### src/sv/bba_pkg.sv
`timescale 1ns / 1ps
`default_nettype none
// ----------------------------------------------------------------------------
// bba_pkg
// shared constants and types for the buddy bitmap allocator
// ----------------------------------------------------------------------------
package bba_pkg;
  localparam int PAGE_BYTES     = 4096;
  localparam int TREE_LAYERS    = 8;
  localparam int MAX_PAGES      = 64;
  localparam int RESERVED_LAYER = 5;
  localparam int NODES          = 1 << TREE_LAYERS;
  localparam int PAGE_W         = $clog2(MAX_PAGES);
  localparam int NODE_W         = TREE_LAYERS;
  localparam int MEM_AW         = PAGE_W + NODE_W;
  localparam int OFF_W          = $clog2(PAGE_BYTES);
  localparam int LAYER_W        = $clog2(TREE_LAYERS);

  localparam logic [1:0] ST_OK       = 2'd0;
  localparam logic [1:0] ST_TOO_BIG  = 2'd1;
  localparam logic [1:0] ST_NO_MEM   = 2'd2;
  localparam logic [1:0] ST_NOT_ALLOC = 2'd3;

  localparam logic KIND_ALLOC = 1'b0;

  typedef enum logic [3:0] {
    S_CLEAR, S_IDLE, S_A_RDA, S_A_RDB, S_A_CHK, S_A_MARK,
    S_F_RD, S_F_CHK, S_F_BUD, S_F_BCHK, S_DONE
  } state_t;

  typedef struct packed {
    logic              we;
    logic [MEM_AW-1:0] addr;
    logic              wdata;
  } mem_req_t;

  // heap index of node idx in layer
  function automatic logic [NODE_W-1:0] node_ix(input logic [LAYER_W-1:0] layer,
                                                 input logic [NODE_W-1:0] idx);
    node_ix = NODE_W'((32'd1 << layer) - 32'd1 + 32'(idx));
  endfunction
endpackage
`default_nettype wire

### src/sv/bba_ctrl.sv
`timescale 1ns / 1ps
`default_nettype none
// ----------------------------------------------------------------------------
// bba_ctrl
// sequencer: clearing pass, alloc pair scan and marking, free climb
// ----------------------------------------------------------------------------
module bba_ctrl
  import bba_pkg::*;
(
  input  wire logic        clk,
  input  wire logic        rst,
  input  wire logic [47:0] base_address,
  input  wire logic [6:0]  page_count,
  input  wire logic        in_valid,
  output logic             in_ready,
  input  wire logic        kind,
  input  wire logic [12:0] request_bytes,
  input  wire logic [47:0] free_address,
  output logic             out_valid,
  input  wire logic        out_ready,
  output logic [47:0]      block_address,
  output logic [1:0]       status,
  output mem_req_t         req,
  input  wire logic        rdata
);
  state_t state, state_next;
  logic [MEM_AW:0]      clr_cnt;
  logic [PAGE_W:0]      page;
  logic [LAYER_W-1:0]   layer, best;
  logic [NODE_W-1:0]    j;
  logic                 bit_a;
  logic [47:0]          res_addr;
  logic [1:0]           res_st;
  logic [6:0]           pages_used;
  logic [47:0]          d;
  logic [OFF_W-1:0]     off;

  assign pages_used = (page_count > 7'(MAX_PAGES)) ? 7'(MAX_PAGES) : page_count;
  assign in_ready   = (state == S_IDLE);
  assign out_valid  = (state == S_DONE);
  assign block_address = res_addr;
  assign status        = res_st;

  function automatic logic [LAYER_W-1:0] pick_layer(input logic [12:0] r);
    logic [12:0] need;
    pick_layer = LAYER_W'(1);
    need = (r == 13'd0) ? 13'd1 : r;
    for (int l = 1; l < TREE_LAYERS; l++) begin
      if (13'(PAGE_BYTES >> l) >= need) pick_layer = LAYER_W'(l);
    end
  endfunction

  function automatic logic [MEM_AW-1:0] maddr(input logic [PAGE_W:0] p,
                                               input logic [LAYER_W-1:0] l,
                                               input logic [NODE_W-1:0] i);
    maddr = {p[PAGE_W-1:0], node_ix(l, i)};
  endfunction

  // reset content: leftmost node of layers 0..reserved set
  function automatic logic rst_bit(input logic [NODE_W-1:0] n);
    rst_bit = 1'b0;
    for (int l = 0; l <= RESERVED_LAYER && l < TREE_LAYERS; l++) begin
      if (n == NODE_W'((1 << l) - 1)) rst_bit = 1'b1;
    end
  endfunction

  logic last_pair;
  assign last_pair = (32'(j) + 32'd2 >= (32'd1 << layer));

  always_comb begin
    state_next = state;
    req = '0;
    case (state)
      S_CLEAR: begin
        req.we    = 1'b1;
        req.addr  = clr_cnt[MEM_AW-1:0];
        req.wdata = rst_bit(clr_cnt[NODE_W-1:0]);
        if (clr_cnt == (MEM_AW+1)'((1 << MEM_AW) - 1)) state_next = S_IDLE;
      end
      S_IDLE: if (in_valid) state_next = (kind == KIND_ALLOC) ? S_A_RDA : S_F_RD;
      S_A_RDA: begin
        if (res_st == ST_TOO_BIG) state_next = S_DONE;
        else if (page >= (PAGE_W+1)'(pages_used)) state_next = S_DONE;
        else begin
          req.addr = maddr(page, layer, j);
          state_next = S_A_RDB;
        end
      end
      S_A_RDB: begin
        req.addr = maddr(page, layer, j | NODE_W'(1));
        state_next = S_A_CHK;
      end
      S_A_CHK: state_next = (bit_a ^ rdata) ? S_A_MARK : S_A_RDA;
      S_A_MARK: begin
        req.we = 1'b1; req.wdata = 1'b1;
        req.addr = maddr(page, layer, j);
        if (layer == best) state_next = S_DONE;
      end
      S_F_RD: begin
        if (res_st != ST_OK) state_next = S_DONE;
        else begin
          req.addr = maddr(page, layer, j);
          state_next = S_F_CHK;
        end
      end
      S_F_CHK: begin
        if (rdata) begin
          req.we = 1'b1; req.addr = maddr(page, layer, j);
          state_next = S_F_BUD;
        end else state_next = S_F_RD;
      end
      S_F_BUD: begin
        req.addr = maddr(page, layer, j ^ NODE_W'(1));
        state_next = S_F_BCHK;
      end
      S_F_BCHK: begin
        if (rdata) state_next = S_DONE;
        else begin
          req.we = 1'b1;
          req.addr = maddr(page, layer - LAYER_W'(1), j >> 1);
          state_next = (layer == LAYER_W'(1)) ? S_DONE : S_F_BUD;
        end
      end
      S_DONE: if (out_ready) state_next = S_IDLE;
      default: state_next = S_IDLE;
    endcase
  end

  assign d   = free_address - base_address;
  assign off = d[OFF_W-1:0];

  always_ff @(posedge clk) begin
    if (rst) begin
      state   <= S_CLEAR;
      clr_cnt <= '0;
    end else begin
      state <= state_next;
      if (state == S_CLEAR) clr_cnt <= clr_cnt + 1'b1;
    end
    case (state)
      S_IDLE: begin
        page     <= '0;
        j        <= '0;
        res_addr <= '0;
        res_st   <= ST_OK;
        if (kind == KIND_ALLOC) begin
          best  <= pick_layer(request_bytes);
          layer <= pick_layer(request_bytes);
          if (request_bytes > 13'(PAGE_BYTES / 2)) res_st <= ST_TOO_BIG;
          else res_st <= ST_NO_MEM;
        end else begin
          layer <= LAYER_W'(TREE_LAYERS - 1);
          j     <= NODE_W'(off >> (OFF_W - TREE_LAYERS + 1));
          page  <= (PAGE_W+1)'(d >> OFF_W);
          // offset must at least be aligned to the finest block
          if (free_address < base_address ||
              (d >> OFF_W) >= 48'(pages_used) ||
              off[OFF_W-TREE_LAYERS:0] != '0) res_st <= ST_NOT_ALLOC;
        end
      end
      S_A_RDA: if (res_st == ST_NO_MEM && page >= (PAGE_W+1)'(pages_used)) res_st <= ST_NO_MEM;
      S_A_RDB: bit_a <= rdata;
      S_A_CHK: begin
        if (bit_a ^ rdata) begin
          j <= j + NODE_W'(bit_a);
        end else if (!last_pair) begin
          j <= j + NODE_W'(2);
        end else if (layer != LAYER_W'(1)) begin
          layer <= layer - LAYER_W'(1); j <= '0;
        end else begin
          layer <= best; j <= '0; page <= page + 1'b1;
        end
      end
      S_A_MARK: begin
        if (layer == best) begin
          res_st   <= ST_OK;
          res_addr <= base_address + (48'(page[PAGE_W-1:0]) << OFF_W)
                      + (48'(j) << (OFF_W - best));
        end else begin
          layer <= layer + LAYER_W'(1);
          j     <= j << 1;
        end
      end
      S_F_RD: ;
      S_F_CHK: begin
        if (!rdata) begin
          // try the next coarser layer if the offset stays aligned
          if (layer == LAYER_W'(1) || j[0]) res_st <= ST_NOT_ALLOC;
          else begin
            layer <= layer - LAYER_W'(1);
            j     <= j >> 1;
          end
        end
      end
      S_F_BCHK: if (!rdata) begin
        layer <= layer - LAYER_W'(1);
        j     <= j >> 1;
      end
      default: ;
    endcase
  end

  property p_out_hold;
    @(posedge clk) disable iff (rst) (out_valid && !out_ready) |=> out_valid;
  endproperty
  a_out_hold: assert property (p_out_hold) else $error("result dropped");
  a_excl: assert property (@(posedge clk) disable iff (rst) !(in_ready && out_valid))
    else $error("ready while result pending");
  a_mark_layer: assert property (@(posedge clk) disable iff (rst)
    (state == S_A_MARK) |-> (layer <= best)) else $error("mark past wanted layer");
  a_bad_zero: assert property (@(posedge clk) disable iff (rst)
    (out_valid && res_st != ST_OK) |-> (res_addr == 48'd0)) else $error("addr on failure");
endmodule
`default_nettype wire

### config.mk
export PLATFORM = sky130hd
export DESIGN_NAME = bba_ctrl
export DESIGN_NICKNAME = d
export VERILOG_FILES = /design/src/sv/bba_pkg.sv /design/src/sv/bba_ctrl.sv
export SDC_FILE = /design/constraint.sdc
export NUM_CORES = 1
export LEC_CHECK = 0
export ABC_CLOCK_PERIOD_IN_PS = 5500
export BUFFER_PORTS_ARGS = -buffer_cell sky130_fd_sc_hd__buf_2
export CAP_MARGIN = 20
export CELL_PAD_IN_SITES_DETAIL_PLACEMENT = 1
export CELL_PAD_IN_SITES_GLOBAL_PLACEMENT = 1
export CORE_UTILIZATION = 44
export CTS_CLUSTER_DIAMETER = 150
export DETAILED_ROUTE_END_ITERATION = 12
export PLACE_DENSITY = 0.85
export SETUP_SLACK_MARGIN = 0.02
export SLEW_MARGIN = 5
export SYNTH_ARGS = -nofsm -noshare
export SYNTH_HDL_FRONTEND = slang
export SYNTH_SLANG_ARGS = --single-unit
### constraint.sdc
create_clock -name clk -period 5.5 [get_ports clk]
set_input_delay 1.1 -clock clk [delete_from_list [all_inputs] [get_ports clk]]
set_output_delay 1.1 -clock clk [all_outputs]
set_load 0.05 [all_outputs]
**Word-level counts from Yosys, hierarchy flattened**

Index checks and enable logic that the tools add are counted.

- Flip-flop bits (word level): 91
- Latch bits: 0
- RAM bits: 0
- Bits in read-only memories: 0
- Word-level logic and storage cells: 166
- Memories: 0

- $add $sub $neg: 17
- Multiply operators: 0
- Divide/modulo/power cells: 0
- Order comparisons: 12
- Equality and inequality tests: 34
- Shifts and indexed selects: 3
- Multiplexer cells: 67
- Bitwise gates (word level): 3
- Reductions and logical operators: 21

Operators with widths:

| operator | count |
|---|---|
| $pmux 14 s8 | 1 |
| $pmux 48 s2 | 1 |
| $add 48x18->48 | 1 |
| $add 48x48->48 | 1 |
| $lt 48x48->1 | 1 |
| $mux 48 | 1 |
| $mux 8 | 6 |
| $shl 8x32->48 | 1 |
| $sub 48x48->48 | 1 |
| $mux 3 | 15 |
| $pmux 4 s11 | 1 |
| $mux 14 | 3 |
| $mux 7 | 6 |
| $pmux 8 s5 | 1 |
| $ge 36x7->1 | 1 |
| $ge 9x32->1 | 1 |
| $mux 4 | 8 |
| $shl 1x3->32 const A | 1 |
| $mux 15 | 2 |
| $add 8x8->8 | 3 |
| $ne 2x2->1 const B | 12 |
| $mux 2 | 10 |
| $eq 4x3->1 const B | 4 |
| $sub 8x1->8 const B | 2 |
| other kinds (56) | 73 |

**Depth between registers and ports, before layout**

- Depth after elaboration: 11
- Gate-level depth with buffers: 23
- Gate-level depth less buffers: 20

**Worst setup path before layout**

No wires, ideal clock.

- Path type: in2out
- From: in page_count[0]
- To: out req[7] (netlist bit)
- Arrival time: 4,128 ps
- Path slack: 272 ps
- Stages: 11
- Cell sequence: nor2b_1 > ha_1 > nand2b_1 > a21o_1 > a21o_1 > a21o_1 > a21o_1 > a21o_1 > a21o_1 > o31a_1 > o21ai_0

RTL lines:

| item | RTL line | source |
|---|---|---|
| from (decl) | bba_ctrl.sv:13 | `input wire logic [6:0] page_count,` |
| to (decl) | bba_ctrl.sv:23 | `output mem_req_t req,` |

**Final worst setup path**

- From: reg best[0]
- To: reg res_addr[47], in the netlist block_address[47] (data pin)

- Word-level cells in the longest chain between the ends: 5

Ends and longest elaborated chain:

| item | RTL line | source |
|---|---|---|
| from (decl) | bba_ctrl.sv:29 | `logic [LAYER_W-1:0] layer, best;` |
| from (signal assigned) | bba_ctrl.sv:147 | `best <= pick_layer(request_bytes);` |
| $sub 4x3->5 | bba_ctrl.sv:178 | `+ (48'(j) << (OFF_W - best));` |
| $shl 8x32->48 | bba_ctrl.sv:178 |  |
| $add 48x48->48 | bba_ctrl.sv:178 |  |
| $mux 48 | bba_ctrl.sv:175 | `if (layer == best) begin` |
| $pmux 48 s2 | bba_ctrl.sv:140 | `case (state)` |
| to (signal assigned) | bba_ctrl.sv:177 | `res_addr <= base_address + (48'(page[PAGE_W-1:0]) << OFF_W)` |
| to (decl) | bba_ctrl.sv:32 | `logic [47:0] res_addr;` |

No other way between the ends. The select of a mux whose other input is x is not followed.
A chain may end at the register's enable or synchronous reset.

==> flow_summary.yaml <==
die:
  die-width_um: 168.2
  die_h_um: 168.2
  fp-row-count: 60
  boundaryPins: 190
  core-area_mm2: 0.02703
  dieArea_mm2: 0.02829
  start_util: 0.4496
setup_path:
  cp-startpoint: "best[0]"
  reg2reg_from: "best[0]"
  crit_type: "flip-flop to flip-flop"
  arrival_ps: 5360
  cp_slowest_cell: "fa_1"
  slowest_delay_ps: 510
  endpoint: "block_address[47]"
  cp_max_fo: 13
  reg2reg_to: "block_address[47]"
  r2r_slack_ps: 240
  cpMostUsedCell: "o21ai_0"
  path_cells: "inv_2 > ha_4 > mux2i_2 > nor2_1 > a31oi_1 > nand2_1 > o21ai_0 > o21ai_0 > fa_1 > ha_1 > a21o_1 > a21oi_1 > o21ai_0 > a221oi_1 > o221ai_1 > a31o_2 > a21oi_2 > buf_4 > nor4_1 > xnor2_1 > nor2_1"
  rr_worst_depth: 21
  critical_path_required_ps: 5600
  cp-end-kind: "flip-flop"
  start_kind: "flip-flop"
global_route:
  grt_pass1_vias: 13330
  grt_pass1_wl_um: 70140
  track_usage: 0.3121
  grt_overflow: 0
  antenna_found_initial: 2
  grt_max_degree: 51
power:
  clockPowerShare: 0.191
  p_sw_mw: 1.731
  p_total_mw: 3.587
  power.density_mw_per_mm2: 257.8
  p_sw_frac: 0.4825
  leakagePower_nw: 6.093
  combPwrFrac: 0.559
  vdd_drop_max_uv: 131.1
  seqPwrFrac: 0.249
  cellInternalPower_mw: 1.856
cts:
  cts_made_buffers: 9
  clk_pin_slew_worst_paths_ps: 90
  cts_sinks: 91
  htree_levels: 3
  clock_latency_ps: 380
  cts_hold_buf: 0
  cts_tree: "built"
  cts_buffer_depth: 2
  clockRootBuffer: "clkbuf_16"
logic_synthesis:
  synthesis.nets: 1854
  ys_ff_latch: 91
  async_flop_share: 0
  avgSynthCellArea_um2: 7.730
  yosys_warnings: 0
  syn-cell-area_mm2: 0.01215
  synth_seq_area_share: 0.2092
  ys_types: 79
  synth-main-ff-cell: "edfxtp_1"
  synth_enable_flop_cells: 72
  syn_inst: 1572
drt:
  drt_iter0_markers: 763
  wl_per_cell_um: 21.34
  routed_via_density: 6.173
  drc: 0
  wl_um: 44680
  via_count: 12930
  dr.pass1.iters: 5
  ant_nets: 0
finish:
  finish.utilization: 0.5148
  fin_nets: 2028
  final_area_mm2: 0.01391
  mostFrequentLayoutCells: "buf_2 (190), nor2_1 (188), ha_1 (147), nand2_1 (132), a21oi_1 (120)"
  drive_above_1_share: 0.1633
  final_common_cell: "buf_2"
  syn2layout_area_growth_pct: 14.50
placement:
  gp_congestion: 0.9349
  portBuffers: 189
  dpl_cell_area_mm2: 0.01356
  dp_hpwl_um: 36240
sta:
  rsz0062_at_grt: "false"
  finalCriticalPeriod_ps: 5258
  slew_headroom: 0.3544
  setup_viol: 0
  slew_violations: 0
  finalHoldViolCount: 0
  fmaxAchievable_mhz: 190.2
  finClkSkew_ps: 13.29
  tightest_slew_ps: 944.0
  fin_crit_sh: 0.9560
worst_hold_path:
  holdCritStartpoint: "clr_cnt[14]"
  hold_path_class: "flip-flop to flip-flop"
run:
  cap_violations: 0
status:
  status: "complete, no violations"
-- layout make-up --
| class | count | area [um^2] |
|---|---|---|
| flip-flops and latches | 91 | 2542 |
| multi-input cells | 1294 | 8935 |
| inverters | 121 | 454.2 |
| clock inverters | 7 | 81.33 |
| well taps | 341 | 426.7 |
| repair buffers | 229 | 1244 |
| fillers | 3449 | 13110 |
| diodes | 2 | 5.005 |
| clock buffers | 9 | 225.2 |
-- synthesized netlist by cell type (all sizes together), types with 8 or more instances --
cell type / n / area share
nor2: 188 / 0.058
ha: 149 / 0.15
nand2: 134 / 0.042
a21oi: 122 / 0.051
inv: 120 / 0.037
o21ai: 91 / 0.037
xnor2: 77 / 0.055
edfxtp: 72 / 0.18
nand3: 52 / 0.021
clkbuf: 46 / 0.014
nor3: 42 / 0.017
a21o: 41 / 0.025
xor2: 40 / 0.029
nand4: 28 / 0.014
or3: 23 / 0.012
buf: 20 / 0.0083
dfxtp: 19 / 0.031
a31oi: 17 / 0.0088
nand2b: 17 / 0.0088
nor4: 15 / 0.0088
o21a: 15 / 0.0093
a211oi: 14 / 0.010
o21bai: 14 / 0.0086
o221ai: 14 / 0.010
o22ai: 14 / 0.0072
nor2b: 13 / 0.0067
o211ai: 13 / 0.0080
fa: 11 / 0.018
a2111oi: 10 / 0.0089
a22oi: 10 / 0.0062
and3: 9 / 0.0046
a22o: 8 / 0.0058
o2111ai: 8 / 0.0058
-- per-layer routing --
layer | global-route usage | routed length [um]
met5 | 0 | 0
met3 | 0.04372 | 2056
met1 | 0.3684 | 18490
met4 | 0.1387 | 1923
met2 | 0.5611 | 22210
-- state kept, by name, indices dropped and copies added, names as in the netlist --
signal         flops
layer              3
bit_a              1
best               3
clr_cnt           15
block_address     48
j                  8
page               7
status             2
state              4
-- critical path: cells and delay by family (launching register included) --
kind	cells	cell delay, ps
AOI/OAI and AO/OA	10	2220
xor gates and xnor gates	1	190
adders and majority gates	3	1280
buffers and inverters	2	330
DFF	1	380
muxes	1	300
and+or+nand+nor	4	310
-- how the worst min path moves through the flow --
| stage | endpoint | slack [ps] | depth (start not counted) |
|---|---|---|---|
| 2_1_floorplan | clr_cnt[14] | 460 | 2 |
| 3_3_place_gp | clr_cnt[14] | 470 | 2 |
| 3_5_place_dp | clr_cnt[14] | 480 | 2 |
| 4_1_cts | clr_cnt[14] | 500 | 2 |
| 5_1_grt | clr_cnt[14] | 550 | 2 |
| 6_report | clr_cnt[14] | 500 | 2 |
-- through the flow --
stage / hold WS [ps] / cells / setup slack (ps) / setup TNS (ps)
detailed placement: 484.8 / 2075 / -228.5 / -460.5
global placement: 467.6 / 2075 / 23.16 / 0
finish: 496.3 / 2094 / 241.7 / 0
global route: 547.3 / 2094 / 23.08 / 0
CTS: 496.6 / 2091 / 68.13 / 0
floorplan: 458.2 / 1572 / 271.6 / 0
-- cells by family after synthesis --
| family | after synthesis | synth area share |
|---|---|---|
| mux | 9 | 0.007722 |
| flops | 91 | 0.2092 |
| fa+ha+maj | 160 | 0.1715 |
| xor+xnor | 117 | 0.08433 |
| buf+inv | 187 | 0.05993 |
| simple gates | 558 | 0.2180 |
| compound gates | 450 | 0.2493 |
-- power by group through the flow --
stage,clock network (mW),registers [mW],logic [mW]
6_report,0.687,0.894,2.01
3_5_place_dp,0,0.908,1.97
2_1_floorplan,0,1.01,1.27
3_3_place_gp,0,0.904,1.90
4_1_cts,0.685,0.892,1.98
5_1_grt,0.711,0.900,2.17
-- what timing repair did --
| item | 4_1_cts | 5_1_grt |
|---|---|---|
| buffers inserted | 0 | 0 |
| setup endpoints to repair | 7 | 27 |
| endpoints found under the hold margin | 0 | 0 |
| resized for setup | 1 | 8 |
| pin swaps | 0 | 2 |
(Power assumes the default switching activity.)
